<file path="config.mk">
export PLATFORM = sky130hd
export DESIGN_NAME = tmcw_cursor
export DESIGN_NICKNAME = d
export VERILOG_FILES = /design/src/sv/tmcw_pkg.sv /design/src/sv/tmcw_cursor.sv
export SDC_FILE = /design/constraint.sdc
export NUM_CORES = 1
export LEC_CHECK = 0
export CAP_MARGIN = 10
export CORE_ASPECT_RATIO = 0.9
export CORE_MARGIN = 2
export CORE_UTILIZATION = 52
export DETAILED_ROUTE_END_ITERATION = 12
export DONT_BUFFER_PORTS = 1
export PLACE_DENSITY = 0.76
export REMOVE_ABC_BUFFERS = 1
export SLEW_MARGIN = 10
export SYNTH_ARGS = -nofsm -noshare
export SYNTH_HDL_FRONTEND = slang
export SYNTH_SLANG_ARGS = --single-unit
</file>
<file path="constraint.sdc">
create_clock -name clk -period 3.1 [get_ports clk]
set_clock_uncertainty 0.15 [all_clocks]
set_input_delay 0.62 -clock clk [delete_from_list [all_inputs] [get_ports clk]]
set_output_delay 0.62 -clock clk [all_outputs]
set_load 0.01 [all_outputs]
</file>
<file path="src/sv/tmcw_pkg.sv">
package tmcw_pkg;

	// default screen geometry
	localparam int COLUMNS_DEF = 80;
	localparam int ROWS_DEF    = 25;

	// field widths
	localparam int MODE_W      = 3;
	localparam int CHAR_W      = 8;
	localparam int ATTR_W      = 8;
	localparam int CELL_W      = CHAR_W + ATTR_W;
	localparam int IN_ADDR_W   = 11;
	localparam int PROT_W      = 7;
	localparam int OUT_IDX_W   = 11;
	localparam int OUT_COL_W   = 7;
	localparam int OUT_ROW_W   = 5;
	localparam int S_TDATA_W   = 32;
	localparam int M_TDATA_W   = 40;

	// reset and fill values
	localparam logic [PROT_W-1:0] PROT_RESET = 7'd18;
	localparam logic [CHAR_W-1:0] BLANK_CHAR = 8'h20;
	localparam logic [ATTR_W-1:0] CLEAR_ATTR = 8'h07;
	localparam logic [CELL_W-1:0] CLEAR_CELL = {CLEAR_ATTR, BLANK_CHAR};

	// request kinds
	typedef enum logic [MODE_W-1:0] {
		MODE_PUT     = 3'd0,
		MODE_BACK    = 3'd1,
		MODE_NEWLINE = 3'd2,
		MODE_CLEAR   = 3'd3,
		MODE_READ    = 3'd4
	} mode_t;

	// sequencer states
	typedef enum logic [2:0] {
		ST_INIT,
		ST_IDLE,
		ST_SCROLL,
		ST_EXEC,
		ST_BS_WR,
		ST_CLEAR,
		ST_RESP
	} state_t;

	// cursor updates
	typedef enum logic [2:0] {
		CUR_NONE,
		CUR_HOME,
		CUR_ADV,
		CUR_BACK,
		CUR_NEWLINE,
		CUR_LAST_ROW
	} cur_op_t;

endpackage

</file>
<file path="src/sv/tmcw_cursor.sv">
module tmcw_cursor #(
	parameter int COLUMNS = tmcw_pkg::COLUMNS_DEF,
	parameter int ROWS    = tmcw_pkg::ROWS_DEF
) (
	input  logic                                clk,
	input  logic                                arst_n,
	input  tmcw_pkg::cur_op_t                   op,
	output logic [$clog2(ROWS*COLUMNS+1)-1:0]   idx,
	output logic [$clog2(COLUMNS)-1:0]          col,
	output logic [$clog2(ROWS+1)-1:0]           row,
	output logic                                at_end
);

	localparam int CELLS = ROWS * COLUMNS;
	localparam int IDX_W = $clog2(CELLS + 1);
	localparam int COL_W = $clog2(COLUMNS);
	localparam int ROW_W = $clog2(ROWS + 1);

	logic [IDX_W-1:0] idx_q, idx_d;
	logic [COL_W-1:0] col_q, col_d;
	logic [ROW_W-1:0] row_q, row_d;

	// next cursor position, column and row tracked beside the index
	always_comb begin
		idx_d = idx_q;
		col_d = col_q;
		row_d = row_q;
		case (op)
			tmcw_pkg::CUR_HOME: begin
				idx_d = '0;
				col_d = '0;
				row_d = '0;
			end
			tmcw_pkg::CUR_ADV: begin
				idx_d = idx_q + IDX_W'(1);
				if (col_q == COL_W'(COLUMNS - 1)) begin
					col_d = '0;
					row_d = row_q + ROW_W'(1);
				end else begin
					col_d = col_q + COL_W'(1);
				end
			end
			tmcw_pkg::CUR_BACK: begin
				idx_d = idx_q - IDX_W'(1);
				col_d = col_q - COL_W'(1);
			end
			tmcw_pkg::CUR_NEWLINE: begin
				idx_d = idx_q - IDX_W'(col_q) + IDX_W'(COLUMNS);
				col_d = '0;
				row_d = row_q + ROW_W'(1);
			end
			tmcw_pkg::CUR_LAST_ROW: begin
				idx_d = IDX_W'(CELLS - COLUMNS);
				col_d = '0;
				row_d = ROW_W'(ROWS - 1);
			end
			default: ;
		endcase
	end

	always_ff @(posedge clk or negedge arst_n) begin
		if (!arst_n) begin
			idx_q <= '0;
			col_q <= '0;
			row_q <= '0;
		end else begin
			idx_q <= idx_d;
			col_q <= col_d;
			row_q <= row_d;
		end
	end

	assign idx    = idx_q;
	assign col    = col_q;
	assign row    = row_q;
	assign at_end = (row_q == ROW_W'(ROWS));

endmodule

</file>
==> flow_metrics.py <==
metrics = {
    "critical_path": {
        "worst_setup_path_end_kind": "flip-flop",
        "criticalPathCategory": "reg -> reg",
        "critPathRequiredTime_ns": 3.16,
        "crit_path_cell_trace": "or4_4 > o41a_1 > o21a_1 > or4_1 > a31o_1 > a31oi_1",
        "cp-start-kind": "flip-flop",
        "timing.reg2reg.setup_slack_ns": 0.37,
        "ff2ff_path_depth": 6,
        "startpoint": "idx[3]$_DFFE_PN0P_",
        "critical-path-max-stage-delay_ns": 0.61,
        "r2r_startpoint": "idx[3]$_DFFE_PN0P_",
        "worstPathMaxFanout": 8,
        "critical_path.reg2reg.endpoint": "idx[10]$_DFFE_PN0P_",
        "crit_arrival_ns": 2.79,
        "timing.critical_path.slowest_stage_cell": "sky130_fd_sc_hd__or4_4",
        "worst_setup_path_endpoint": "idx[10]$_DFFE_PN0P_",
    },
    "layout": {
        "fin_area_sq_um": 2694,
        "final_layout_size_suffix_gt1_frac": 0.07339,
        "final_nets": 358,
        "number_of_antenna_cells_inserted": 0,
        "multi_input_area_sq_um": 1748,
        "final-seq-area_sq_um": 575.6,
        "fill_cells": 422,
        "final_core_utilization": 0.5962,
        "area_growth_pct": 8.737,
    },
    "cts": {
        "cts-htree-levels": 1,
        "cts.root.buffer_cell": "sky130_fd_sc_hd__clkbuf_8",
        "post_cts_clock_slew_at_the_launch_and_capture_registers_of_the_worst_setup_and_hold_paths_ns": 0.09,
        "clkSinkCount": 23,
        "tritoncts.num_buffers": 3,
        "clock_latency_ns": 0.28,
        "cts_tree": "done",
        "cts_repair_resize_count": 0,
        "clk_path_buf_depth": 2,
    },
    "timing": {
        "tightest_slew_ns": 0.8540,
        "achievable-frequency_mhz": 365.6,
        "worst_slack_ns": 0.3651,
        "layout_min_cycle_time_ns": 2.735,
        "report.final.slew_viol_count": 0,
        "report.final.hold_viol_count": 0,
        "worst_slew_margin_rel": 0.4256,
        "final_setup_tns_ns": 0,
        "unrepaired_setup_endpoints_after_global_routing": "false",
        "timing.final.setup_violations": 0,
        "layout_worst_path_cycle_share": 0.8822,
    },
    "synth": {
        "synth-warning-count": 0,
        "synthCells": 319,
        "seq_area_frac_synth": 0.2323,
        "synth_area_per_cell_sq_um": 7.766,
        "postSynth.topFlopCell": "sky130_fd_sc_hd__dfrtp_1",
        "yosys_register_bits": 23,
        "synth-async-reset-ratio": 1.000,
        "area_of_the_mapped_netlist_sq_um": 2477,
        "yosysUniqueCellTypes": 57,
        "synth-edff-count": 0,
    },
    "routing": {
        "via_per_inst": 6.494,
        "routed_wirelength_um": 6597,
        "drt_drc_violations_left": 0,
        "drt_iter0_markers": 246,
        "drt_first_pass_iters": 5,
        "routed_length_per_placed_instance_um": 16.96,
        "routed-via-count": 2526,
        "ant_nets": 0,
    },
    "floorplan": {
        "start_util": 0.5483,
        "placementRows": 23,
        "pin_count": 29,
        "fp.dieH_um": 69.48,
        "fp.dieArea_sq_um": 5333,
        "core-area_sq_um": 4518,
        "dieWidth_um": 76.76,
    },
    "global_route": {
        "grt_pass1_wl_um": 10970,
        "grt_max_degree": 24,
        "grt_usage": 0.2506,
        "grt_pass1_vias": 2161,
        "grt_overflow_total": 0,
        "number_of_antenna_violations_at_the_first_check_in_global_routing": 0,
    },
    "placed_design": {
        "pre_cts_setup_slack_ns": 0.1629,
        "dpl_cell_area_sq_um": 2619,
        "sum_of_net_half_perimeters_after_detailed_placement_um": 4896,
        "gp_routability_congestion": 0.8575,
        "buffer_ports.inserted": 0,
    },
    "power_and_ir_drop": {
        "power-per-cell-area_nw_per_um2": 485.7,
        "max-vdd-ir-drop_mv": 0.2551,
        "total_leakage_power_nw": 1.175,
    },
    "min_path": {
        "timing.hold.worst.class": "in -> reg",
    },
    "flow_run": {
        "drv_cap": 0,
    },
    "outcome": {
        "run_status": "finished clean",
    },
}
-- flip-flops by register name (all words and copies together), names as in the netlist --
register,count
idx,11
row,5
col,7
-- cell usage after synthesis, drive strengths merged (2+ instances only) --
cell type  number  area, sq um
inv            26        97.59
a21oi          24        120.1
ha             24        300.3
nor2           24        90.09
dfrtp          23        575.6
nand2          23        86.33
o21ai          20        100.1
nand3          10        50.05
clkbuf          9        33.78
o22ai           9        56.30
o31ai           8        60.06
xnor2           8        70.07
and3            7        43.79
nor3            7        35.03
mux2i           6        60.06
nand2b          5        31.28
nand3b          5        41.29
a22o            4        35.03
a22oi           4        30.03
buf             4        15.01
nand4           4        25.02
nor2b           4        25.02
nor4            4        25.02
or4             4        33.78
a31oi           3        18.77
a32o            3        30.03
and2            3        18.77
o211ai          3        22.52
o21a            3        22.52
or2             3        18.77
xor2            3        26.28
a21o            2        15.01
a221oi          2        17.52
a222oi          2        20.02
a32oi           2        17.52
and4            2        17.52
clkinv          2        7.510
o22a            2        17.52
o32ai           2        17.52
or3             2        12.51
-- cells in the final DEF (no fill, tap or decap), drive strengths merged, types with 6 or more instances in the layout --
master,count
xnor2,8
dfrtp,23
inv,26
ha,24
mux2i,6
nor3,7
buf,16
o21ai,20
o22ai,9
and3,7
nand2,23
o31ai,8
nor2,24
a21oi,24
nand3,10
-- power by group --
part           internal, mW  leakage (nW)  switching [mW]
clock                0.0922        0.0228           0.108
sequential            0.344         0.307          0.0878
combinational         0.302         0.846           0.375
-- cell families after synthesis --
| kind of cell | share of synthesized area |
|---|---|
| buffers and inverters | 0.06212 |
| AO/OA/AOI/OAI | 0.2783 |
| XOR/XNOR | 0.03889 |
| AND/OR/NAND/NOR | 0.2348 |
| flip-flops | 0.2323 |
| adder cells (fa/ha/maj) | 0.1293 |
| multiplexers | 0.02424 |
-- what timing repair did --
item,CTS,global route
hold buffers,1,1
hold endpoints to repair,23,11
setup buffers,0,0
-- layer usage --
metal  GRT usage  up-vias  share of wire
met5           0        -              0
met4     0.06263        0          0.014
met3     0.04036        9          0.078
met2      0.3694      109           0.44
met1      0.3789     1186           0.46
li1            -     1222              -
-- metrics by stage --
stage               std cells  hold WS (ns)  power, mW
floorplan                 306        0.1744     0.9263
finish                    389        0.2847      1.309
CTS                       388     0.0003427      1.310
global placement          383        0.1749      1.081
detailed placement        383        0.1749      1.098
global route              389        0.2848      1.414
-- layout make-up --
| type | instances | share of cell area |
|---|---|---|
| clock buffer | 4 | 0.01672 |
| inverter | 28 | 0.03902 |
| multi-input combinational | 255 | 0.6489 |
| sequential | 23 | 0.2137 |
| tap | 62 | 0.02880 |
| timing repair buffer | 17 | 0.05295 |
-- worst min path at each step --
stage / end / cells after the start / from / slack [ns]
after floorplan: col[0]$_DFFE_PN0P_ / 0 / arst_n / 0.17
after global placement: idx[4]$_DFFE_PN0P_ / 0 / arst_n / 0.17
after detailed placement: idx[3]$_DFFE_PN0P_ / 0 / arst_n / 0.17
after CTS: idx[6]$_DFFE_PN0P_ / 1 / arst_n / 0.0003
after global routing: row[3]$_DFFE_PN0P_ / 1 / op[2] / 0.28
final: row[3]$_DFFE_PN0P_ / 1 / op[2] / 0.28
-- worst max-delay path, delay by kind of cell, from the launching register on --
family,cells,cell delay (ns)
DFF,1,0.50
AOI/OAI and AO/OA,4,1.00
and+or+nand+nor,2,1.01
Power figures use the tool's default switching activity.
